## src/rtl/core/assert_macros.svh

```systemverilog
// ----------------------------------------------------------------------------
// Assertion macros
// Shared helpers for concurrent assertions clocked on clock, off in reset.
// ----------------------------------------------------------------------------
`ifndef ASSERT_MACROS_SVH
`define ASSERT_MACROS_SVH

// Same-cycle implication.
`define ASSERT_IMPLY(label, pre, post, msg) \
   label: assert property (@(posedge clock) disable iff (reset) (pre) |-> (post)) \
      else $error(msg);

// Next-cycle implication.
`define ASSERT_NEXT(label, pre, post, msg) \
   label: assert property (@(posedge clock) disable iff (reset) (pre) |=> (post)) \
      else $error(msg);

`endif

```

## src/rtl/core/iprt_pkg.sv

```systemverilog
// ----------------------------------------------------------------------------
// iprt_pkg
// Types and constants of the IPv4 peer route table.
// ----------------------------------------------------------------------------
package iprt_pkg;

   localparam int ADDR_W     = 32;
   localparam int PEER_W     = 8;
   localparam int BYTE_W     = 8;
   localparam int OPCODE_W   = 3;
   localparam int STATUS_W   = 3;
   localparam int ROUTE_CNT_W = 7;
   localparam int BYTE_CNT_W = 17;
   localparam int LEN_W      = 16;

   localparam logic [BYTE_CNT_W-1:0] BYTE_CAP   = 17'd65536;
   localparam logic [BYTE_CNT_W-1:0] MAX_LEN    = 17'd65535;
   localparam logic [BYTE_CNT_W-1:0] MIN_HEADER = 17'd20;
   localparam logic [3:0]            IP_VERSION = 4'd4;

   typedef enum logic [OPCODE_W-1:0] {
      OP_REGISTER   = 3'd0,
      OP_UNREGISTER = 3'd1,
      OP_LOOKUP     = 3'd2,
      OP_PACKET     = 3'd3,
      OP_PEER_GONE  = 3'd4,
      OP_COUNT      = 3'd5
   } opcode_type;

   typedef enum logic [STATUS_W-1:0] {
      ST_DONE       = 3'd0,
      ST_NULL_PEER  = 3'd1,
      ST_HELD       = 3'd2,
      ST_NOT_FOUND  = 3'd3,
      ST_BAD_HEADER = 3'd4,
      ST_TOO_SHORT  = 3'd5,
      ST_FULL       = 3'd6
   } status_type;

   typedef struct packed {
      logic              good;
      status_type        status;
      logic [ADDR_W-1:0] dest;
   } hdr_result_type;

endpackage

```

## src/rtl/core/iprt_if.sv

```systemverilog
// ----------------------------------------------------------------------------
// iprt_if
// Valid/ready channels for request and response items.
// ----------------------------------------------------------------------------
interface iprt_req_if import iprt_pkg::*; ();
   logic                valid;
   logic                ready;
   logic [OPCODE_W-1:0] opcode;
   logic [ADDR_W-1:0]   address;
   logic [PEER_W-1:0]   peer_id;
   logic [BYTE_W-1:0]   packet_byte;
   logic                packet_last;

   modport source (output valid, opcode, address, peer_id, packet_byte, packet_last,
                   input ready);
   modport sink (input valid, opcode, address, peer_id, packet_byte, packet_last,
                 output ready);
endinterface

interface iprt_rsp_if import iprt_pkg::*; ();
   logic                   valid;
   logic                   ready;
   logic                   ok;
   logic [PEER_W-1:0]      found_peer;
   logic [STATUS_W-1:0]    status;
   logic [ROUTE_CNT_W-1:0] route_count;

   modport source (output valid, ok, found_peer, status, route_count, input ready);
   modport sink (input valid, ok, found_peer, status, route_count, output ready);
endinterface

```

## src/rtl/core/iprt_ram.sv

```systemverilog
// ----------------------------------------------------------------------------
// iprt_ram
// Simple dual-port synchronous RAM, one write and one registered read.
// ----------------------------------------------------------------------------
module iprt_ram #(
   parameter int WIDTH = 8,
   parameter int DEPTH = 64
) (
   input  logic                                 clock,
   input  logic                                 we,
   input  logic [(DEPTH > 1 ? $clog2(DEPTH) : 1)-1:0] waddr,
   input  logic [WIDTH-1:0]                     wdata,
   input  logic [(DEPTH > 1 ? $clog2(DEPTH) : 1)-1:0] raddr,
   output logic [WIDTH-1:0]                     rdata
);

   logic [WIDTH-1:0] mem [DEPTH];

   always_ff @(posedge clock) begin
      if (we) begin
         mem[waddr] <= wdata;
      end
      rdata <= mem[raddr];
   end

endmodule

```

## src/rtl/core/iprt_hdr_check.sv

```systemverilog
// ----------------------------------------------------------------------------
// iprt_hdr_check
// Gathers IPv4 header fields from packet bytes and checks the header.
// ----------------------------------------------------------------------------
module iprt_hdr_check import iprt_pkg::*; (
   input  logic               clock,
   input  logic               reset,
   input  logic               byte_en,
   input  logic [BYTE_W-1:0]  byte_data,
   input  logic               byte_last,
   output hdr_result_type     result
);

   logic [BYTE_CNT_W-1:0] count_ff, count_in;
   logic [BYTE_W-1:0]     first_ff, first_in;
   logic [LEN_W-1:0]      len_ff, len_in;
   logic [ADDR_W-1:0]     dest_ff, dest_in;
   logic [5:0]            hdr_len;
   logic                  bad;

   always_comb begin
      first_in = first_ff;
      len_in   = len_ff;
      dest_in  = dest_ff;
      if (count_ff == 17'd0) begin
         first_in = byte_data;
      end else if (count_ff == 17'd2) begin
         len_in = {byte_data, len_ff[7:0]};
      end else if (count_ff == 17'd3) begin
         len_in = {len_ff[15:8], byte_data};
      end else if (count_ff >= 17'd16 && count_ff <= 17'd19) begin
         dest_in = {dest_ff[ADDR_W-9:0], byte_data};
      end
      count_in = (count_ff == BYTE_CAP) ? count_ff : count_ff + 17'd1;

      hdr_len = {first_in[3:0], 2'b00};
      bad = (first_in[7:4] != IP_VERSION) || ({11'd0, hdr_len} < MIN_HEADER) ||
            ({11'd0, hdr_len} > count_in) || (count_in > MAX_LEN) ||
            ({1'b0, len_in} != count_in);

      result.dest = dest_in;
      if (count_in < MIN_HEADER) begin
         result.good   = 1'b0;
         result.status = ST_TOO_SHORT;
      end else if (bad) begin
         result.good   = 1'b0;
         result.status = ST_BAD_HEADER;
      end else begin
         result.good   = 1'b1;
         result.status = ST_DONE;
      end
   end

   always_ff @(posedge clock) begin
      if (reset) begin
         count_ff <= '0;
         first_ff <= '0;
         len_ff   <= '0;
         dest_ff  <= '0;
      end else if (byte_en) begin
         // restart capture after the last byte
         if (byte_last) begin
            count_ff <= '0;
            first_ff <= '0;
            len_ff   <= '0;
            dest_ff  <= '0;
         end else begin
            count_ff <= count_in;
            first_ff <= first_in;
            len_ff   <= len_in;
            dest_ff  <= dest_in;
         end
      end
   end

endmodule

```

## src/rtl/core/ipv4_peer_route_table.sv

```systemverilog
// ----------------------------------------------------------------------------
// ipv4_peer_route_table
// Exact-match IPv4 address to peer id table with peer liveness.
// ----------------------------------------------------------------------------
// After reset the block runs a clearing pass over max(TABLE_ENTRIES, PEER_IDS)
// addresses (256 by default) with req ready low. A packet byte that is not the
// last is taken every cycle. Every other item that touches the table walks
// all entries through the entry RAM read port, one entry per cycle; peer gone
// first writes the liveness RAM in a state of its own. Items with a null peer,
// a bad header or an unused opcode skip the walk and go straight to the result
// state. One item is in work at a time; a response waits in its output
// register while the next item is accepted.
`include "assert_macros.svh"

module ipv4_peer_route_table import iprt_pkg::*; #(
   parameter int TABLE_ENTRIES = 64,
   parameter int PEER_IDS      = 256
) (
   input  logic   clock,
   input  logic   reset,
   iprt_req_if.sink   req_ch,
   iprt_rsp_if.source rsp_ch
);

   localparam int TW      = (TABLE_ENTRIES > 1) ? $clog2(TABLE_ENTRIES) : 1;
   localparam int CW      = $clog2(TABLE_ENTRIES + 1);
   localparam int PA_W    = $clog2(PEER_IDS);
   localparam int CLR_LEN = (TABLE_ENTRIES > PEER_IDS) ? TABLE_ENTRIES : PEER_IDS;
   localparam int CLR_W   = (CLR_LEN > 1) ? $clog2(CLR_LEN) : 1;
   localparam int ENTRY_W = 1 + ADDR_W + PEER_W;

   typedef logic [PA_W-1:0] peer_map_type [256];

   function automatic peer_map_type build_peer_map();
      peer_map_type m;
      for (int i = 0; i < 256; i++) begin
         m[i] = PA_W'(i % PEER_IDS);
      end
      return m;
   endfunction

   localparam peer_map_type PEER_MAP = build_peer_map();

   typedef enum logic [2:0] {
      S_CLEAR, S_IDLE, S_GONE, S_SCAN, S_DONE, S_RESULT
   } state_type;

   state_type         state_ff;
   opcode_type        op_ff;
   logic [ADDR_W-1:0] key_ff;
   logic [PEER_W-1:0] peer_ff;
   logic [CLR_W-1:0]  clr_ff;
   logic [CW-1:0]     issue_ff;
   logic              s1_v_ff;
   logic [TW-1:0]     s1_idx_ff;
   logic              s2_v_ff, s2_valid_ff, s2_hit_ff;
   logic [TW-1:0]     s2_idx_ff;
   logic [PEER_W-1:0] s2_peer_ff;
   logic              found_ff, found_alive_ff, free_ff;
   logic [PEER_W-1:0] found_peer_ff;
   logic [TW-1:0]     free_idx_ff;
   logic [CW-1:0]     cnt_ff;

   logic              pend_ok_ff;
   logic [PEER_W-1:0] pend_peer_ff;
   status_type        pend_status_ff;
   logic [ROUTE_CNT_W-1:0] pend_count_ff;

   logic              rsp_valid_ff, rsp_ok_ff;
   logic [PEER_W-1:0] rsp_peer_ff;
   status_type        rsp_status_ff;
   logic [ROUTE_CNT_W-1:0] rsp_count_ff;

   logic               accept;
   status_type         accept_status;
   logic [31:0]        clr_ext;
   hdr_result_type     hdr;
   logic               entry_we;
   logic [TW-1:0]      entry_waddr;
   logic [ENTRY_W-1:0] entry_wdata, entry_rdata;
   logic               alive_we;
   logic [PA_W-1:0]    alive_waddr, alive_raddr;
   logic [0:0]         alive_wdata, alive_rdata;
   logic               rd_valid;
   logic [ADDR_W-1:0]  rd_key;
   logic [PEER_W-1:0]  rd_peer;
   logic               dead, purge, done_insert;

   assign accept       = req_ch.valid && req_ch.ready;
   assign req_ch.ready = (state_ff == S_IDLE);
   assign clr_ext      = 32'(clr_ff);

   assign rd_valid = entry_rdata[ENTRY_W-1];
   assign rd_key   = entry_rdata[ENTRY_W-2:PEER_W];
   assign rd_peer  = entry_rdata[PEER_W-1:0];
   assign alive_raddr = PEER_MAP[rd_peer];
   assign dead     = !alive_rdata[0];

   assign done_insert = (state_ff == S_DONE) && (op_ff == OP_REGISTER) &&
                        !(found_ff && found_alive_ff) && free_ff;

   iprt_hdr_check u_hdr (
      .clock     (clock),
      .reset     (reset),
      .byte_en   (accept && (req_ch.opcode == OP_PACKET)),
      .byte_data (req_ch.packet_byte),
      .byte_last (req_ch.packet_last),
      .result    (hdr)
   );

   iprt_ram #(.WIDTH(ENTRY_W), .DEPTH(TABLE_ENTRIES)) u_entry_ram (
      .clock (clock),
      .we    (entry_we),
      .waddr (entry_waddr),
      .wdata (entry_wdata),
      .raddr (issue_ff[TW-1:0]),
      .rdata (entry_rdata)
   );

   iprt_ram #(.WIDTH(1), .DEPTH(PEER_IDS)) u_alive_ram (
      .clock (clock),
      .we    (alive_we),
      .waddr (alive_waddr),
      .wdata (alive_wdata),
      .raddr (alive_raddr),
      .rdata (alive_rdata)
   );

   // status an item carries when it answers without a table walk
   always_comb begin
      case (opcode_type'(req_ch.opcode))
         OP_REGISTER, OP_UNREGISTER:
            accept_status = (req_ch.peer_id == '0) ? ST_NULL_PEER : ST_DONE;
         OP_PACKET: accept_status = hdr.status;
         default:   accept_status = ST_DONE;
      endcase
   end

   // drop an entry whose peer is gone, per opcode; unregister also drops a hit held by its peer
   always_comb begin
      case (op_ff)
         OP_REGISTER, OP_LOOKUP, OP_PACKET: purge = s2_hit_ff && dead;
         OP_UNREGISTER: purge = s2_hit_ff && (dead || (s2_peer_ff == peer_ff));
         OP_PEER_GONE, OP_COUNT:            purge = s2_valid_ff && dead;
         default:                           purge = 1'b0;
      endcase
   end

   always_comb begin
      entry_we    = 1'b0;
      entry_waddr = s2_idx_ff;
      entry_wdata = '0;
      alive_we    = 1'b0;
      alive_waddr = PEER_MAP[peer_ff];
      alive_wdata = 1'b0;
      case (state_ff)
         S_CLEAR: begin
            entry_we    = clr_ext < 32'(TABLE_ENTRIES);
            entry_waddr = clr_ff[TW-1:0];
            alive_we    = clr_ext < 32'(PEER_IDS);
            alive_waddr = clr_ff[PA_W-1:0];
         end
         S_GONE: begin
            alive_we = 1'b1;
         end
         S_SCAN: begin
            entry_we = s2_v_ff && purge;
         end
         S_DONE: begin
            entry_we    = done_insert;
            entry_waddr = free_idx_ff;
            entry_wdata = {1'b1, key_ff, peer_ff};
            alive_we    = done_insert;
            alive_wdata = 1'b1;
         end
         default: begin
            entry_we = 1'b0;
         end
      endcase
   end

   always_ff @(posedge clock) begin
      if (reset) begin
         state_ff     <= S_CLEAR;
         clr_ff       <= '0;
         issue_ff     <= '0;
         s1_v_ff      <= 1'b0;
         s2_v_ff      <= 1'b0;
         rsp_valid_ff <= 1'b0;
      end else begin
         if (rsp_valid_ff && rsp_ch.ready && (state_ff != S_RESULT)) begin
            rsp_valid_ff <= 1'b0;
         end
         case (state_ff)
            S_CLEAR: begin
               clr_ff <= clr_ff + 1'b1;
               if (clr_ext == 32'(CLR_LEN - 1)) begin
                  state_ff <= S_IDLE;
               end
            end
            S_IDLE: begin
               if (accept) begin
                  op_ff    <= opcode_type'(req_ch.opcode);
                  key_ff   <= (opcode_type'(req_ch.opcode) == OP_PACKET) ? hdr.dest
                                                                        : req_ch.address;
                  peer_ff  <= req_ch.peer_id;
                  issue_ff <= '0;
                  s1_v_ff  <= 1'b0;
                  s2_v_ff  <= 1'b0;
                  found_ff <= 1'b0;
                  free_ff  <= 1'b0;
                  cnt_ff   <= '0;
                  pend_ok_ff     <= 1'b0;
                  pend_peer_ff   <= '0;
                  pend_status_ff <= accept_status;
                  pend_count_ff  <= '0;
                  case (opcode_type'(req_ch.opcode))
                     OP_REGISTER, OP_UNREGISTER: begin
                        state_ff <= (req_ch.peer_id == '0) ? S_RESULT : S_SCAN;
                     end
                     OP_LOOKUP, OP_COUNT: state_ff <= S_SCAN;
                     OP_PACKET: begin
                        if (req_ch.packet_last) begin
                           state_ff <= hdr.good ? S_SCAN : S_RESULT;
                        end
                     end
                     OP_PEER_GONE: state_ff <= S_GONE;
                     default: state_ff <= S_RESULT;
                  endcase
               end
            end
            S_GONE: begin
               state_ff <= S_SCAN;
            end
            S_SCAN: begin
               // issue one entry read per cycle, two stages behind for the check
               if (issue_ff != CW'(TABLE_ENTRIES)) begin
                  issue_ff <= issue_ff + 1'b1;
               end
               s1_v_ff     <= (issue_ff != CW'(TABLE_ENTRIES));
               s1_idx_ff   <= issue_ff[TW-1:0];
               s2_v_ff     <= s1_v_ff;
               s2_idx_ff   <= s1_idx_ff;
               s2_valid_ff <= rd_valid;
               s2_hit_ff   <= rd_valid && (rd_key == key_ff);
               s2_peer_ff  <= rd_peer;
               if (s2_v_ff) begin
                  if (s2_hit_ff) begin
                     found_ff       <= 1'b1;
                     found_alive_ff <= !dead;
                     found_peer_ff  <= s2_peer_ff;
                  end
                  if (!free_ff && (!s2_valid_ff || (s2_hit_ff && dead))) begin
                     free_ff     <= 1'b1;
                     free_idx_ff <= s2_idx_ff;
                  end
                  if (s2_valid_ff && !dead) begin
                     cnt_ff <= cnt_ff + 1'b1;
                  end
               end
               if (issue_ff == CW'(TABLE_ENTRIES) && !s1_v_ff && !s2_v_ff) begin
                  state_ff <= S_DONE;
               end
            end
            S_DONE: begin
               case (op_ff)
                  OP_REGISTER: begin
                     if (found_ff && found_alive_ff) begin
                        pend_ok_ff     <= (found_peer_ff == peer_ff);
                        pend_status_ff <= (found_peer_ff == peer_ff) ? ST_DONE : ST_HELD;
                     end else if (!free_ff) begin
                        pend_status_ff <= ST_FULL;
                     end else begin
                        pend_ok_ff <= 1'b1;
                     end
                  end
                  OP_UNREGISTER: begin
                     if (!found_ff) begin
                        pend_status_ff <= ST_NOT_FOUND;
                     end else if (found_alive_ff && (found_peer_ff != peer_ff)) begin
                        pend_status_ff <= ST_HELD;
                     end else begin
                        pend_ok_ff <= 1'b1;
                     end
                  end
                  OP_LOOKUP, OP_PACKET: begin
                     if (found_ff && found_alive_ff) begin
                        pend_ok_ff   <= 1'b1;
                        pend_peer_ff <= found_peer_ff;
                     end else begin
                        pend_status_ff <= ST_NOT_FOUND;
                     end
                  end
                  OP_COUNT: begin
                     pend_ok_ff    <= 1'b1;
                     pend_count_ff <= ROUTE_CNT_W'(cnt_ff);
                  end
                  default: begin
                     pend_ok_ff <= 1'b1;
                  end
               endcase
               state_ff <= S_RESULT;
            end
            S_RESULT: begin
               // hold until the output register is free
               if (!rsp_valid_ff || rsp_ch.ready) begin
                  rsp_valid_ff  <= 1'b1;
                  rsp_ok_ff     <= pend_ok_ff;
                  rsp_peer_ff   <= pend_peer_ff;
                  rsp_status_ff <= pend_status_ff;
                  rsp_count_ff  <= pend_count_ff;
                  state_ff      <= S_IDLE;
               end
            end
            default: state_ff <= S_IDLE;
         endcase
      end
   end

   assign rsp_ch.valid       = rsp_valid_ff;
   assign rsp_ch.ok          = rsp_ok_ff;
   assign rsp_ch.found_peer  = rsp_peer_ff;
   assign rsp_ch.status      = rsp_status_ff;
   assign rsp_ch.route_count = rsp_count_ff;

   `ASSERT_NEXT(a_done_to_result, state_ff == S_DONE, state_ff == S_RESULT, "done must respond")
   `ASSERT_IMPLY(a_fail_no_peer, rsp_valid_ff && !rsp_ok_ff, rsp_peer_ff == '0, "peer on failure")
   `ASSERT_IMPLY(a_count_ok, rsp_valid_ff && rsp_count_ff != '0, rsp_ok_ff, "count without ok")
   `ASSERT_IMPLY(a_issue_range, 1'b1, issue_ff <= CW'(TABLE_ENTRIES), "scan index overrun")

endmodule
```

## src/flat_wrapper.sv

```systemverilog
// flat-port wrapper written by rule: the top's interface ports become plain ports
module ipv4_peer_route_table_flat import iprt_pkg::*;
#(
   parameter int TABLE_ENTRIES = 64,
   parameter int PEER_IDS      = 256
)
  (clock, reset, req_ch_valid, req_ch_opcode, req_ch_address, req_ch_peer_id, req_ch_packet_byte, req_ch_packet_last, req_ch_ready, rsp_ch_valid, rsp_ch_ok, rsp_ch_found_peer, rsp_ch_status, rsp_ch_route_count, rsp_ch_ready);
  iprt_req_if req_ch_i ();
  iprt_rsp_if rsp_ch_i ();
  input  logic clock;
  input  logic reset;
  input wire logic [$bits(req_ch_i.valid)-1:0] req_ch_valid;
  input wire logic [$bits(req_ch_i.opcode)-1:0] req_ch_opcode;
  input wire logic [$bits(req_ch_i.address)-1:0] req_ch_address;
  input wire logic [$bits(req_ch_i.peer_id)-1:0] req_ch_peer_id;
  input wire logic [$bits(req_ch_i.packet_byte)-1:0] req_ch_packet_byte;
  input wire logic [$bits(req_ch_i.packet_last)-1:0] req_ch_packet_last;
  output wire logic [$bits(req_ch_i.ready)-1:0] req_ch_ready;
  output wire logic [$bits(rsp_ch_i.valid)-1:0] rsp_ch_valid;
  output wire logic [$bits(rsp_ch_i.ok)-1:0] rsp_ch_ok;
  output wire logic [$bits(rsp_ch_i.found_peer)-1:0] rsp_ch_found_peer;
  output wire logic [$bits(rsp_ch_i.status)-1:0] rsp_ch_status;
  output wire logic [$bits(rsp_ch_i.route_count)-1:0] rsp_ch_route_count;
  input wire logic [$bits(rsp_ch_i.ready)-1:0] rsp_ch_ready;
  assign req_ch_i.valid = req_ch_valid;
  assign req_ch_i.opcode = req_ch_opcode;
  assign req_ch_i.address = req_ch_address;
  assign req_ch_i.peer_id = req_ch_peer_id;
  assign req_ch_i.packet_byte = req_ch_packet_byte;
  assign req_ch_i.packet_last = req_ch_packet_last;
  assign req_ch_ready = req_ch_i.ready;
  assign rsp_ch_valid = rsp_ch_i.valid;
  assign rsp_ch_ok = rsp_ch_i.ok;
  assign rsp_ch_found_peer = rsp_ch_i.found_peer;
  assign rsp_ch_status = rsp_ch_i.status;
  assign rsp_ch_route_count = rsp_ch_i.route_count;
  assign rsp_ch_i.ready = rsp_ch_ready;
  ipv4_peer_route_table #(.TABLE_ENTRIES(TABLE_ENTRIES), .PEER_IDS(PEER_IDS)) u_core (.clock(clock), .reset(reset), .req_ch(req_ch_i), .rsp_ch(rsp_ch_i));
endmodule
```

## config.mk

```make
export PLATFORM = sky130hd
export DESIGN_NAME = ipv4_peer_route_table_flat
export DESIGN_NICKNAME = d
export VERILOG_FILES = /design/src/rtl/core/iprt_pkg.sv /design/src/rtl/core/iprt_if.sv /design/src/rtl/core/iprt_ram.sv /design/src/rtl/core/iprt_hdr_check.sv /design/src/rtl/core/ipv4_peer_route_table.sv /design/src/flat_wrapper.sv
export VERILOG_INCLUDE_DIRS = /design/src /design/src/rtl/core
export SDC_FILE = /design/constraint.sdc
export NUM_CORES = 2
export LEC_CHECK = 0
export BUFFER_PORTS_ARGS = -buffer_cell sky130_fd_sc_hd__clkbuf_2
export CAP_MARGIN = 20
export CORE_MARGIN = 2
export CORE_UTILIZATION = 35
export CTS_CLUSTER_DIAMETER = 30
export DETAILED_ROUTE_END_ITERATION = 10
export PLACE_DENSITY = 0.53
export SYNTH_ARGS = -nofsm -noshare
export SYNTH_HDL_FRONTEND = slang
export SYNTH_SLANG_ARGS = --single-unit
```

## constraint.sdc

```tcl
create_clock -name clock -period 8.4 [get_ports clock]
set_clock_uncertainty 0.1 [all_clocks]
set_input_delay 0 -clock clock [delete_from_list [all_inputs] [get_ports clock]]
set_output_delay 0 -clock clock [all_outputs]
set_load 0.01 [all_outputs]
```

Yosys cells after proc, flatten, opt, wreduce, memory -nomap -nowiden
Memory sizes are Yosys's and may differ from the RTL's. A register that Yosys moved wholly into a read port is not among the register bits.
Cells that the tools add are included.
{"block": "op_classes", "n_addsub": 4, "n_lt_le_gt_ge": 10, "n_eq_ne": 49, "muxes": 82, "bitwise": 3, "n_reduce_logical": 60}
{"op": "32-bit two-way mux", "count": 6}
{"op": "8-bit two-way mux", "count": 11}
{"op": "16-bit two-way mux", "count": 3}
{"op": "7-bit one-hot mux with 2 select lines", "count": 3}
{"op": "41-bit two-way mux", "count": 1}
{"op": "3-bit two-way mux", "count": 13}
{"op": "7-bit two-way mux", "count": 5}
{"op": "17-bit by 2-bit == test with 1-bit output, second input constant", "count": 2}
{"op": "17-bit two-way mux", "count": 2}
{"op": "32-bit == test", "count": 1}
{"op": "5-bit AND reduction", "count": 5}
{"op": "1-bit logical AND", "count": 19}
{"op": "1-bit two-way mux", "count": 19}
{"op": "3-bit by 2-bit == test with 1-bit output, second input constant", "count": 6}
{"op": "3-bit == test, second input constant", "count": 6}
{"op": "9-bit greater-or-equal comparator, second input constant", "count": 2}
{"op": "8-bit NOT with 9-bit output", "count": 2}
{"op": "3-bit one-hot mux with 6 select lines", "count": 1}
{"op": "17-bit by 1-bit adder with 17-bit output, second input constant", "count": 1}
{"op": "17-bit == test, second input constant", "count": 1}
{"op": "17-bit by 5-bit greater-or-equal comparator with 1-bit output, second input constant", "count": 1}
{"op": "17-bit by 16-bit greater-than comparator with 1-bit output, second input constant", "count": 1}
{"op": "6-bit by 17-bit greater-than comparator with 1-bit output", "count": 1}
{"op": "17-bit by 5-bit <= comparator with 1-bit output, second input constant", "count": 1}
{"op": "other kinds (41)", "count": 95}
{"block": "word_totals", "regBits": 221, "ram_bits": 2880, "rom_bits": 4096, "inputBits": 56, "output_inout_bits": 21, "wordCells": 244, "mem_count": 4}
{"name": "u_core.u_entry_ram.mem", "words": 64, "width": 41, "read_ports": 1, "rd_ports_with_merged_regs": 1, "wr": 1, "line": "iprt_ram.sv:17", "text": "logic [WIDTH-1:0] mem [DEPTH];"}
{"name": "(no name shown)", "words": 256, "width": 8, "read_ports": 1, "rd_ports_with_merged_regs": 0, "wr": 0, "line": "ipv4_peer_route_table.sv:154", "text": "alive_waddr = PEER_MAP[peer_ff];"}
{"name": "(no name shown)", "words": 256, "width": 8, "read_ports": 1, "rd_ports_with_merged_regs": 0, "wr": 0, "line": "ipv4_peer_route_table.sv:96", "text": "assign alive_raddr = PEER_MAP[rd_peer];"}
{"name": "u_core.u_alive_ram.mem", "words": 256, "width": 1, "read_ports": 1, "rd_ports_with_merged_regs": 1, "wr": 1, "line": "iprt_ram.sv:17"}

Logic depth before layout (Yosys ltp)
{"block": "logic_depth", "ltp_word": 14, "ltp_mapped": 17, "ltp_nobuf": 14}

Cells and area by module
Synthesis repeated with hierarchy kept, for this count alone.
{"block": "hier_totals", "hier_cells": 6155, "area_unflattened_um2": 122551.3}
{"mod": "iprt_ram at u_core.u_entry_ram", "instances": 1, "cells_each": 4226, "area_each_um2": 100108.5, "seq_area_each_um2": 79616.4}
{"mod": "iprt_ram at u_core.u_alive_ram", "instances": 1, "cells_each": 788, "area_each_um2": 11128.2, "seq_area_each_um2": 7707.4}
{"mod": "ipv4_peer_route_table", "instances": 1, "cells_each": 608, "area_each_um2": 6956.7, "seq_area_each_um2": 4234.1}
{"mod": "iprt_hdr_check", "instances": 1, "cells_each": 533, "area_each_um2": 4357.9, "seq_area_each_um2": 1461.4}

Worst setup path before layout
No wires, ideal clock.
{"block": "synth_timing", "path_kind": "register -> register", "from": "register u_core.state_ff[0]", "to": "memory u_core.u_entry_ram.mem[13][0] in the netlist's numbering, enable pin", "arrival_ps": 6332, "slack_ps": 1534, "path_stages_with_launch": 10, "n_path_buf": 1, "cell_sequence": "dfxtp_1 -> clkbuf_1 -> nor2_1 -> nand2_1 -> clkinv_1 -> nand4_1 -> and3_1 -> nor3_1 -> nand2_1 -> nor2_1"}
{"block": "synth_via", "elab_chain_cells": 7}
{"element": "from (decl)", "line": "ipv4_peer_route_table.sv:48", "text": "state_type state_ff;"}
{"element": "from (signal assigned)", "line": "ipv4_peer_route_table.sv:219", "text": "state_ff <= (req_ch.peer_id == '0) ? S_RESULT : S_SCAN;"}
{"element": "from (signal assigned)", "line": "ipv4_peer_route_table.sv:224", "text": "state_ff <= hdr.good ? S_SCAN : S_RESULT;"}
{"element": "3-bit == test", "line": "ipv4_peer_route_table.sv:99, ipv4_peer_route_table.sv:156"}
{"element": "1-bit logical AND (2 in series)", "line": "ipv4_peer_route_table.sv:99", "text": "assign done_insert = (state_ff == S_DONE) && (op_ff == OP_REGISTER) &&"}
{"element": "1-bit logical AND", "line": "ipv4_peer_route_table.sv:100", "text": "!(found_ff && found_alive_ff) && free_ff;"}
{"element": "1-bit one-hot mux with 3 select lines", "line": "ipv4_peer_route_table.sv:156", "text": "case (state_ff)"}
{"element": "1-bit two-way mux", "line": "iprt_ram.sv:20", "text": "if (we) begin"}
{"element": "1-bit two-way mux (implied by the code)", "line": "iprt_ram.sv:21", "text": "mem[waddr] <= wdata;"}
{"element": "to (decl)", "line": "iprt_ram.sv:17"}
Several ways; a longest one is shown, not always the timed one.

Worst setup path in the final report
{"block": "layout_timing", "from": "register u_core.u_hdr.count_ff[2]", "to": "register u_core.state_ff[2]"}
{"block": "layout_via", "elab_chain_cells": 14}
{"element": "from (decl)", "line": "iprt_hdr_check.sv:14", "text": "logic [BYTE_CNT_W-1:0] count_ff, count_in;"}
{"element": "from (signal assigned)", "line": "iprt_hdr_check.sv:68", "text": "count_ff <= count_in;"}
{"element": "parallel branches: the longest is 8 deep, another holds 17-bit by 1-bit adder with 17-bit output"}
{"element": "4-bit two-way mux *", "line": "iprt_hdr_check.sv:42", "text": "if (count_in < MIN_HEADER) begin"}
{"element": "3-bit two-way mux *", "line": "ipv4_peer_route_table.sv:224"}
{"element": "3-bit two-way mux *", "line": "ipv4_peer_route_table.sv:223", "text": "if (req_ch.packet_last) begin"}
{"element": "3-bit one-hot mux with 4 select lines *", "line": "ipv4_peer_route_table.sv:217", "text": "case (opcode_type'(req_ch.opcode))"}
{"element": "3-bit two-way mux *", "line": "ipv4_peer_route_table.sv:202", "text": "if (accept) begin"}
{"element": "3-bit one-hot mux with 6 select lines *", "line": "ipv4_peer_route_table.sv:194", "text": "case (state_ff)"}
Mark *: on every way between the ends. The select of a mux whose other input is x is not followed.
A chain may end at the register's enable or synchronous reset.

==> metrics.yaml <==
dr_wl_met2_um: 157000
synthSimpleGateAreaFrac: 0.0323
ant_nets: 0
grt_max_degree: 175
grt_pass1_wl_um: 470000
min_to: "u_core.key_ff[5]"
wire_per_inst_um: 28.5
totalWireLength_um: 328000
ys_warn_count: 0
die_h_um: 595
final_cells: 11500
power_density_nw_per_um2: 274
synth_compound_area_frac: 0.0168
maxSlewViolCount: 0
syn-num-nets: 5864
synthCells: 5797
postSynthAreaPerCell_sq_um: 21.1
gp_congestion: 0.807
synth_common_cells: "3007 x edfxtp_1, 887 x mux4_2, 460 x nor2_1"
synthMuxAreaShare: 0.172
synth_ff_type: "edfxtp_1"
wl_met1_um: 142000
rsz0062_at_grt: "false"
reg2reg_slack_ns: 3.08
power_leakage_nw: 51.9
cts.sinks: 3143
synth_top_family_by_area: "multiplexers"
path_delay_family: "simple AND/OR/NAND/NOR gates"
async_flop_share: 0
cp.required_ns: 9.19
area_growth_pct: 23.1
fin_crit_ns: 5.32
fin_nets: 6479
io_pins: 77
crit_path_end_kind: "register"
cts_buffer_depth: 4
max_slew_margin: 0.225
reg2reg_depth: 14
start_util: 0.351
dr.pass1.iters: 6
htree_levels: 6
num_rows: 217
final_cell_area_sq_um: 151000
holdWs_ns: 0.0664
setup-tns-final_ns: 0
dpl_cell_area_sq_um: 129000
grt_pass1_vias: 63700
min_period_over_period: 0.634
max_stage_delay_ns: 0.63
ys_top_cells_by_area: "edfxtp_1 74%, mux4_2 16%, dfxtp_1 2.2%, nor2_1 1.4%, mux2i_1 0.84%"
hp-start: "req_ch_address[5]"
coreArea_sq_um: 349000
synth_top_cell_by_area: "edfxtp_1"
ys_seq_area_frac: 0.760
highest_layer: "met5"
hold_path_depth: 4
port_buffers: 76
outcome: "completed"
crit_type: "register to register"
postLayoutSetupSlackWorst_ns: 3.08
grt_overflow: 0
hold_path_class: "input port to register"
synthAdderAreaFrac: 0.00112
cts_resized: 0
synth_edf_count: 3007
path_max_fanout: 16
syn_area_sq_um: 122000
cts_tree: "done"
synth.most_common_cell: "edfxtp_1"
grt_use_total: 0.182
start_kind: "register"
dp_slack_ns: 3.18
path_buf_inv: 1
die_x_um: 595
drtIter0Drc: 6925
synth-seq-cells: 3143
cp_data_arrival_time_ns: 6.11
placed_cells: 10300
cap_violations: 0
path_cells: "or4_4 > or4_4 > nor2_1 > mux2_2 > ha_1 > a21o_1 > a21o_1 > a21oi_1 > o21bai_1 > a2111oi_4 > nand4_1 > a31oi_1 > o31ai_1 > dlygate4sd3_1"
yosys.cell_types.count: 67
vias: 62000
die-area_sq_um: 355000
drive_gt1_frac: 0.319
root_buffer: "clkbuf_16"
numCtsBuffers: 604
drc_errors: 0
antenna_found_initial: 20
tightestPinTransition_ns: 1.16
rr_endpoint: "u_core.state_ff[2]"
hold_viol: 0
slowest_stage: "or4_4"
synth_xor_area_frac: 0.00637
yosys.area.top_type_share: 0.737
clk_pin_slew_ns: 0.05
place_hpwl_um: 189000
reg2reg_from: "u_core.u_hdr.count_ff[2]"
setup_viol: 0
avgViaCountPerCell: 5.38
max_freq_mhz: 188
ir_worst_vdd_uv: 203
dr_wl_met3_um: 22000
clk_latency_ns: 1.02
[worst reg2reg max path, stage by stage (launching register included)]
cell and delay, ns:
dfxtp_1 0.38, or4_4 0.58, or4_4 0.63, nor2_1 0.63, mux2_2 0.43, ha_1 0.30
a21o_1 0.17, a21o_1 0.19, a21oi_1 0.18, o21bai_1 0.12, a2111oi_4 0.35, nand4_1 0.20
a31oi_1 0.33, o31ai_1 0.10, dlygate4sd3_1 0.56
[repair_timing]
| item | 4_1_cts | 5_1_grt |
|---|---|---|
| hold buffers | 113 | 0 |
| endpoints found under the hold margin | 221 | 0 |
| setup buffers | 0 | 0 |
[cells in the final DEF (no fill, tap or decap), types with 15 or more instances in the layout]
| cell | count |
|---|---|
| a21oi_1 | 55 |
| a22oi_1 | 62 |
| a31oi_1 | 16 |
| and3_1 | 40 |
| and3_2 | 31 |
| buf_12 | 15 |
| buf_4 | 157 |
| bufinv_16 | 63 |
| clkbuf_1 | 101 |
| clkbuf_16 | 622 |
| clkbuf_2 | 75 |
| clkinv_1 | 76 |
| clkinv_2 | 95 |
| clkinv_4 | 31 |
| clkinvlp_4 | 54 |
| dfxtp_1 | 126 |
| dlygate4sd3_1 | 113 |
| edfxtp_1 | 3007 |
| inv_6 | 29 |
| mux2i_1 | 103 |
| mux4_2 | 887 |
| nand2_1 | 145 |
| nand3_1 | 53 |
| nand3b_1 | 17 |
| nand4_1 | 19 |
| nor2_1 | 392 |
| nor2_4 | 67 |
| nor3_1 | 19 |
| nor4_1 | 15 |
| o21ai_0 | 76 |
| o221ai_1 | 22 |
| or3_1 | 15 |
| xnor2_1 | 58 |
| xor2_1 | 31 |
[layer usage]
metal  vias up  global-route usage
met5         -                   0
met4         2              0.0483
met3       473              0.0316
met2      2416               0.292
met1     33500               0.258
li1      25600                   -
[flip-flops by register name, indices dropped and copies added, names as in the netlist, 8 cells and up]
name / flops
u_core.pend_peer_ff: 8
u_core.found_peer_ff: 8
u_core.rsp_ch.found_peer: 8
u_core.u_alive_ram.mem: 256
u_core.clr_ff: 8
u_core.u_hdr.dest_ff: 32
u_core.u_entry_ram.rdata: 41
u_core.u_entry_ram.mem: 2624
u_core.peer_ff: 8
u_core.key_ff: 32
u_core.u_hdr.len_ff: 16
u_core.u_hdr.first_ff: 8
u_core.s2_peer_ff: 8
u_core.u_hdr.count_ff: 17
[worst max path at each step]
| stage | start | to | slack [ns] | cells after the start |
|---|---|---|---|---|
| 6_report | u_core.u_hdr.count_ff[2] | u_core.state_ff[2] | 3.08 | 14 |
| 5_1_grt | u_core.state_ff[0] | u_core.u_entry_ram.mem[51][25] | 2.78 | 10 |
| 4_1_cts | u_core.state_ff[0] | u_core.u_entry_ram.mem[51][28] | 3.11 | 10 |
| 3_5_place_dp | u_core.state_ff[0] | u_core.u_entry_ram.mem[51][34] | 3.18 | 10 |
| 3_3_place_gp | u_core.state_ff[0] | u_core.u_entry_ram.mem[27][4] | 3.23 | 10 |
| 2_1_floorplan | u_core.state_ff[0] | u_core.u_entry_ram.mem[13][0] | 1.53 | 9 |
[through the flow]
stage / util / total power, mW
after floorplan: - / 17.6
after global placement: 0.371 / 17.9
after detailed placement: 0.371 / 17.9
after CTS: 0.432 / 41.7
after global routing: 0.432 / 42.5
final: 0.432 / 41.3
[logic make-up after synthesis]
family          Yosys count
compound gates          314
xor+xnor                 89
simple gates            876
mux                     996
buf+inv                 368
fa+ha+maj                11
flops                  3143
[cell type report]
class,count,area [sq um]
diodes,7,17.5
well taps,4599,5750
flip-flops and latches,3143,93000
inverters,16,70.1
repair buffers,361,2990
clock inverters,380,4240
clock buffers,729,16000
fillers,29700,198000
multi-input cells,2286,28600
[report_power, final]
part	total [mW]	switching (mW)	internal, mW
registers	17.1	0.0616	17.1
logic	0.511	0.299	0.212
clock network	23.7	8.11	15.6
total	41.3	8.48	32.8
No activity file was read; power rests on OpenSTA's default activity.
